File: config.mk
export PLATFORM = sky130hd
export DESIGN_NAME = utf8_bmp_transcoder
export DESIGN_NICKNAME = d
export VERILOG_FILES = /design/src/design/utf8bmp_pkg.sv /design/src/design/utf8bmp_in_stage.sv /design/src/design/utf8bmp_core.sv /design/src/design/utf8bmp_out_stage.sv /design/src/design/utf8_bmp_transcoder.sv
export SDC_FILE = /design/constraint.sdc
export NUM_CORES = 1
export LEC_CHECK = 0
export BUFFER_PORTS_ARGS = -buffer_cell sky130_fd_sc_hd__buf_2
export CAP_MARGIN = 20
export CORE_MARGIN = 2
export CORE_UTILIZATION = 45
export CTS_CLUSTER_DIAMETER = 150
export DETAILED_ROUTE_END_ITERATION = 8
export PLACE_DENSITY = 0.72
export SLEW_MARGIN = 0
export SYNTH_ARGS = -nofsm -noshare
export SYNTH_HDL_FRONTEND = slang
export SYNTH_SLANG_ARGS = --single-unit
File: constraint.sdc
create_clock -name clk -period 3.95 [get_ports clk]
set_input_delay 0.395 -clock clk [delete_from_list [all_inputs] [get_ports clk]]
set_output_delay 0.395 -clock clk [all_outputs]
set_load 0.005 [all_outputs]
File: src/design/utf8bmp_pkg.sv
`timescale 1ns / 1ps

package utf8bmp_pkg;

  localparam int ValueW   = 16;
  localparam int LenW     = 2;
  localparam int OutDataW = 24;

  typedef logic [ValueW-1:0] value_t;
  typedef logic [LenW-1:0]   len_t;

  typedef enum logic {
    DIR_DECODE = 1'b0,
    DIR_ENCODE = 1'b1
  } dir_t;

  localparam len_t LenNone = 2'd0;
  localparam len_t Len1    = 2'd1;
  localparam len_t Len2    = 2'd2;
  localparam len_t Len3    = 2'd3;

  typedef struct packed {
    value_t value;
    logic   eos;
  } item_t;

  typedef struct packed {
    value_t value;
    len_t   len;
    logic   last;
    logic   broken;
  } res_t;

endpackage

File: src/design/utf8bmp_in_stage.sv
`timescale 1ns / 1ps

module utf8bmp_in_stage (
  input  logic                clk,
  input  logic                rst_n,
  input  logic                in_tvalid,
  output logic                in_tready,
  input  utf8bmp_pkg::item_t  in_item,
  output logic                item_valid,
  output utf8bmp_pkg::item_t  item,
  input  logic                item_take
);
  import utf8bmp_pkg::*;

  logic  valid_r;
  item_t item_r;

  assign in_tready  = !valid_r || item_take;
  assign item_valid = valid_r;
  assign item       = item_r;

  always_ff @(posedge clk) begin
    if (!rst_n) begin
      valid_r <= 1'b0;
    end else if (in_tready) begin
      valid_r <= in_tvalid;
    end
  end

  always_ff @(posedge clk) begin
    if (in_tvalid && in_tready) begin
      item_r <= in_item;
    end
  end

endmodule

File: src/design/utf8bmp_core.sv
`timescale 1ns / 1ps

module utf8bmp_core (
  input  logic                clk,
  input  logic                rst_n,
  input  logic                cfg_we,
  input  logic                cfg_wdata,
  input  logic                item_valid,
  input  utf8bmp_pkg::item_t  item,
  output logic                item_take,
  output logic                res_valid,
  output utf8bmp_pkg::res_t   res,
  input  logic                res_ready
);
  import utf8bmp_pkg::*;

  dir_t   dir_r;
  value_t pc_r, pc_nxt;
  logic [1:0] br_r, br_nxt;
  len_t   ss_r, ss_nxt;
  len_t   idx_r, idx_nxt;

  logic [7:0] b;
  value_t pc_merge;
  logic   dec_done;
  logic   dec_has;
  res_t   dec_res;

  value_t cp;
  len_t   enc_len;
  logic   enc_last;
  res_t   enc_res;

  logic   emit;

  assign b  = item.value[7:0];
  assign cp = item.value;

  assign pc_merge = pc_r | ((br_r == 2'd2) ? {4'b0, b[5:0], 6'b0} : {10'b0, b[5:0]});

  always_comb begin
    pc_nxt   = pc_r;
    br_nxt   = br_r;
    ss_nxt   = ss_r;
    dec_done = 1'b0;
    dec_has  = 1'b0;
    dec_res  = '{value: '0, len: LenNone, last: 1'b1, broken: 1'b0};
    if (br_r == 2'd0) begin
      if (b[7:5] == 3'b110) begin
        pc_nxt = {5'b0, b[4:0], 6'b0};
        br_nxt = 2'd1;
        ss_nxt = Len2;
      end else if (b[7:4] == 4'b1110) begin
        pc_nxt = {b[3:0], 12'b0};
        br_nxt = 2'd2;
        ss_nxt = Len3;
      end else begin
        dec_done      = 1'b1;
        dec_has       = 1'b1;
        dec_res.value = {8'b0, b};
        dec_res.len   = Len1;
      end
    end else begin
      pc_nxt = pc_merge;
      br_nxt = br_r - 2'd1;
      if (br_r == 2'd1) begin
        dec_done      = 1'b1;
        dec_has       = 1'b1;
        dec_res.value = pc_merge;
        dec_res.len   = ss_r;
        pc_nxt        = '0;
        ss_nxt        = LenNone;
      end
    end
    if (!dec_done && item.eos) begin
      pc_nxt         = '0;
      br_nxt         = 2'd0;
      ss_nxt         = LenNone;
      dec_has        = 1'b1;
      dec_res.value  = '0;
      dec_res.len    = LenNone;
      dec_res.broken = 1'b1;
    end
  end

  always_comb begin
    if (cp[15:11] != 5'd0) begin
      enc_len = Len3;
    end else if (cp[10:7] != 4'd0) begin
      enc_len = Len2;
    end else begin
      enc_len = Len1;
    end
  end

  assign enc_last = (idx_r == enc_len - Len1);

  always_comb begin
    enc_res = '{value: '0, len: enc_len, last: enc_last, broken: 1'b0};
    unique case (enc_len)
      Len1: enc_res.value = cp;
      Len2: enc_res.value = (idx_r == 2'd0) ? {8'b0, 3'b110, cp[10:6]}
                                            : {8'b0, 2'b10, cp[5:0]};
      Len3: begin
        case (idx_r)
          2'd0:    enc_res.value = {8'b0, 4'b1110, cp[15:12]};
          2'd1:    enc_res.value = {8'b0, 2'b10, cp[11:6]};
          default: enc_res.value = {8'b0, 2'b10, cp[5:0]};
        endcase
      end
      default: enc_res.value = '0;
    endcase
  end

  assign res       = (dir_r == DIR_ENCODE) ? enc_res : dec_res;
  assign res_valid = item_valid && ((dir_r == DIR_ENCODE) || dec_has);
  assign emit      = res_valid && res_ready;
  assign item_take = item_valid && ((dir_r == DIR_ENCODE) ? (res_ready && enc_last)
                                                          : (!dec_has || res_ready));

  assign idx_nxt = enc_last ? 2'd0 : idx_r + 2'd1;

  always_ff @(posedge clk) begin
    if (!rst_n) begin
      dir_r <= DIR_DECODE;
    end else if (cfg_we) begin
      dir_r <= dir_t'(cfg_wdata);
    end
  end

  always_ff @(posedge clk) begin
    if (!rst_n) begin
      pc_r <= '0;
      br_r <= 2'd0;
      ss_r <= LenNone;
    end else if (item_take && (dir_r == DIR_DECODE)) begin
      pc_r <= pc_nxt;
      br_r <= br_nxt;
      ss_r <= ss_nxt;
    end
  end

  always_ff @(posedge clk) begin
    if (!rst_n) begin
      idx_r <= 2'd0;
    end else if (emit && (dir_r == DIR_ENCODE)) begin
      idx_r <= idx_nxt;
    end
  end

endmodule

File: src/design/utf8bmp_out_stage.sv
`timescale 1ns / 1ps

module utf8bmp_out_stage (
  input  logic               clk,
  input  logic               rst_n,
  input  logic               res_valid,
  input  utf8bmp_pkg::res_t  res,
  output logic               res_ready,
  output logic               out_tvalid,
  input  logic               out_tready,
  output utf8bmp_pkg::res_t  out_res
);
  import utf8bmp_pkg::*;

  logic valid_r;
  res_t res_r;

  assign res_ready  = !valid_r || out_tready;
  assign out_tvalid = valid_r;
  assign out_res    = res_r;

  always_ff @(posedge clk) begin
    if (!rst_n) begin
      valid_r <= 1'b0;
    end else if (res_ready) begin
      valid_r <= res_valid;
    end
  end

  always_ff @(posedge clk) begin
    if (res_valid && res_ready) begin
      res_r <= res;
    end
  end

endmodule

File: src/design/utf8_bmp_transcoder.sv
`timescale 1ns / 1ps
// UTF-8 transcoder for one- to three-byte sequences.
// cfg_we/cfg_wdata write the direction: 0 decodes bytes to code points,
// 1 encodes code points to bytes. Write it only while the block is idle.
// Input words: in_tdata carries a byte (decode) or a code point (encode);
// in_tlast marks the final byte of a string in decode mode.
// Output words: out_tdata carries the code point or byte and the sequence
// length, out_tlast the final word of an input word, out_tuser a sequence
// cut off by end of string.
// An accepted word passes the input and the result register before its
// first result shows on out_tvalid. Decode takes one byte per cycle while
// out_tready is high; a lead or middle byte of an open sequence gives no
// result unless in_tlast cuts it off. Encode emits one to three bytes per
// code point and holds it until its last byte is taken. Reset clears the
// direction to decode and closes any open sequence. When out_tready is low
// the result register holds, the input register fills, and in_tready drops.
module utf8_bmp_transcoder (
  input  logic        clk,
  input  logic        rst_n,
  input  logic        cfg_we,
  input  logic        cfg_wdata,
  input  logic        in_tvalid,
  output logic        in_tready,
  input  logic [15:0] in_tdata,   // [15:0] value
  input  logic        in_tlast,
  output logic        out_tvalid,
  input  logic        out_tready,
  output logic [23:0] out_tdata,  // [15:0] value_res, [17:16] seq_length, [23:18] zero
  output logic        out_tlast,
  output logic        out_tuser   // [0] broken
);
  import utf8bmp_pkg::*;

  item_t in_item;
  logic  item_valid;
  item_t item;
  logic  item_take;
  logic  res_valid;
  res_t  res;
  logic  res_ready;
  res_t  out_res;

  assign in_item = '{value: in_tdata, eos: in_tlast};

  utf8bmp_in_stage u_in (
    .clk        (clk),
    .rst_n      (rst_n),
    .in_tvalid  (in_tvalid),
    .in_tready  (in_tready),
    .in_item    (in_item),
    .item_valid (item_valid),
    .item       (item),
    .item_take  (item_take)
  );

  utf8bmp_core u_core (
    .clk        (clk),
    .rst_n      (rst_n),
    .cfg_we     (cfg_we),
    .cfg_wdata  (cfg_wdata),
    .item_valid (item_valid),
    .item       (item),
    .item_take  (item_take),
    .res_valid  (res_valid),
    .res        (res),
    .res_ready  (res_ready)
  );

  utf8bmp_out_stage u_out (
    .clk        (clk),
    .rst_n      (rst_n),
    .res_valid  (res_valid),
    .res        (res),
    .res_ready  (res_ready),
    .out_tvalid (out_tvalid),
    .out_tready (out_tready),
    .out_res    (out_res)
  );

  assign out_tdata = {{(OutDataW - ValueW - LenW){1'b0}}, out_res.len, out_res.value};
  assign out_tlast = out_res.last;
  assign out_tuser = out_res.broken;

endmodule

==> impl_metrics.json <==
{
  "track_usage_pct": 17.6,
  "drc": 0,
  "synth_edf_count": 37,
  "io_buffers": 44,
  "power.static_leakage_nw": 1.21,
  "cts-resized-gates": 0,
  "ys_types": 53,
  "cts.sinks": 62,
  "cp-end-kind": "output port",
  "critPathRequiredTime_ps": 3560,
  "layout_commonest_cell": "buf_2",
  "arrival_ps": 2290,
  "power.share.combinational_pct": 7.3,
  "chipWidth_um": 81.5,
  "ys_seq_area_share_pct": 59.6,
  "rows": 28,
  "hp-class": "in -> reg",
  "floorplan.initialDensity_pct": 46.2,
  "synth-xor-area-share_pct": 0.324,
  "hold_buffers": 0,
  "period_share_pct": 67.9,
  "drv_slew": 0,
  "period_needed_ps": 2680,
  "die_area_um2": 6640,
  "root_buffer": "clkbuf_8",
  "crit_path_cell_trace": "or4_4 > o21ai_0 > o221ai_1 > a21oi_1 > inv_1 > buf_2",
  "start_kind": "flip-flop",
  "critPathMaxFanout": 5,
  "ys_top_cells_by_area": "edfxtp_1 41%, dfxtp_1 19%, a22o_1 3.6%, o21ai_0 3.0%, nand2_1 2.5%",
  "maxCapViolCount": 0,
  "yosys.area_share.simple_pct": 13.7,
  "vias_per_cell": 5.44,
  "finalHoldViolations": 0,
  "dominantRegCellSynth": "edfxtp_1",
  "clk_path_buf_depth": 2,
  "slew_headroom_pct": 42.6,
  "setup.worst_path.class": "reg -> out",
  "cts_setup_buffers": 0,
  "htreeDepth": 3,
  "vias": 1947,
  "fmax_mhz": 373,
  "skew_ps": 14.0,
  "clk_latency_ps": 350,
  "multi_input_comb_area_um2": 997,
  "peakVddDrop_uv": 212,
  "core_area_um2": 5850,
  "place_ws_ps": 1640,
  "synth_fa_ha_area_share_pct": 0.925,
  "cts_tree": "built",
  "nFillCells": 525,
  "hpwl_um": 3890,
  "grt.overflow.total": 0,
  "drt-pass1-iter-count": 4,
  "syn_avg_cell_area_um2": 11.7,
  "yosys.area.top_type_share_pct": 41.1,
  "dp_cells": 342,
  "worstMarginPinSlew_ps": 860,
  "synthCells": 232,
  "pwr-share-clk_pct": 36.5,
  "cts_made_buffers": 9,
  "synth_compound_area_share_pct": 20.0,
  "ios": 51,
  "ant_nets": 0,
  "p_switching_mw": 0.335,
  "rsz0062_at_grt": "no",
  "cts.reportedPaths.clkPinSlew_ps": 70,
  "routabilityCongestion": 0.919,
  "internal_power_mw": 0.988,
  "grt_pass1_vias": 1780,
  "place_area_um2": 2960,
  "drive_gt1_share_pct": 25.1,
  "synth_top_cell_by_area": "edfxtp_1",
  "cpMaxStageDelayCell": "or4_4",
  "cp_slowest_stage_delay_ps": 580,
  "grt_pass1_wl_um": 8630,
  "seqPwrFrac_pct": 56.2,
  "netlist_area_um2": 2700,
  "setup_viol": 0,
  "die_h_um": 81.5,
  "instances_no_fill": 358,
  "setup_ws_ps": 1270,
  "nets": 303,
  "p_sw_share_pct": 25.3,
  "layout.area.seq_um2": 1610,
  "mostFrequentLayoutCells": "44 x buf_2, 37 x edfxtp_1, 25 x dfxtp_1",
  "grt_max_degree": 28,
  "yosys_warnings": 0,
  "holdWs_ps": 219,
  "drtIter0Drc": 206,
  "antenna_found_initial": 0,
  "powerDensity_nw_per_um2": 422,
  "synth_top_family_by_area": "compound AO/OA/AOI/OAI gates",
  "final_cell_area_um2": 3130,
  "synthArstFlopShare_pct": 0,
  "setup_tns_ps": 0,
  "synth-seq-cells": 62,
  "syn_to_final_growth_pct": 15.9,
  "wl_per_cell_um": 15.0,
  "routed_wl_um": 5390,
  "yosys-mux-area-fraction_pct": 1.11,
  "status": "complete, no violations",
  "diodes": 0
}
## sequential cells by signal, indices dropped and copies added, names as in the netlist
| register | cells |
|---|---|
| u_core.br_r | 2 |
| u_core.dir_r | 1 |
| u_core.idx_r | 2 |
| u_core.pc_r | 16 |
| u_core.ss_r | 2 |
| u_in.item | 17 |
| u_in.item_valid | 1 |
| u_out.out_res | 20 |
| u_out.out_tvalid | 1 |
## per-layer routing
layer / up-vias / wire (um) / global-route usage [%]
met5: - / 0 / 0
met2: 69 / 2350 / 24.4
met4: 0 / 161 / 10.2
li1: 961 / - / -
met3: 14 / 345 / 3.85
met1: 903 / 2530 / 25.2
## through the flow
step / power, mW / util [%]
floorplan: 0.814 / -
global placement: 0.851 / 50.6
detailed placement: 0.854 / 50.6
CTS: 1.33 / 53.6
global route: 1.37 / 53.6
finish: 1.32 / 53.6
## power by group through the flow
stage,registers (mW),clock network [mW],logic [mW]
2_1_floorplan,0.747,0,0.0665
3_3_place_gp,0.756,0,0.0954
3_5_place_dp,0.757,0,0.0972
4_1_cts,0.743,0.492,0.0973
5_1_grt,0.747,0.519,0.109
6_report,0.743,0.483,0.0971
## cell families (layout without fill, tap and decap cells)
| group | after synthesis | count (layout) |
|---|---|---|
| buffers and inverters | 22 | 68 |
| adders and majority gates | 2 | 2 |
| AOI/OAI and AO/OA | 73 | 73 |
| DFF | 62 | 62 |
| other | 1 | 6 |
| xor gates and xnor gates | 1 | 1 |
| and+or+nand+nor | 68 | 68 |
| muxes | 3 | 3 |
## synth_stat cells (2+ instances only)
cell and instances:
edfxtp_1 37, dfxtp_1 25, nand2_1 18, o21ai_0 16, nor2_1 15, a22o_1 11, and2_1 9, a31oi_1 8
clkbuf_1 8, a21oi_1 7, buf_4 6, inv_1 6, nor2b_1 5, a211oi_1 4, a221oi_1 4, nor3_1 4
a21boi_0 3, mux2i_1 3, nand3_1 3, a21o_1 2, ha_1 2, nand2b_1 2, nand3b_1 2, nor4_1 2
o21a_1 2
## path summary, 6_finish.rpt
path                        from        endpoint  slack, ps  cells past startpoint
setup reg to reg   u_in.item[12]    u_in.item[3]       1640                      6
setup / recovery   u_in.item[12]       in_tready       1270                      6
hold / removal       in_tdata[6]    u_in.item[7]        220                      1
hold reg to reg   u_core.pc_r[4]  u_core.pc_r[4]        470                      2
## area by class of cell
cell class | instances | area share (%)
well taps | 75 | 2.99
flip-flops and latches | 62 | 51.4
clock buffers | 9 | 3.95
repair buffers | 46 | 7.50
clock inverters | 7 | 1.60
inverters | 6 | 0.719
multi-input cells | 153 | 31.8
## critical path, delay by kind of cell (launching register included)
family	cells	cell delay [ps]
buf+inv	2	190
flops	1	410
simple gates	1	580
compound gates	3	780
(Power assumes the default switching activity.)
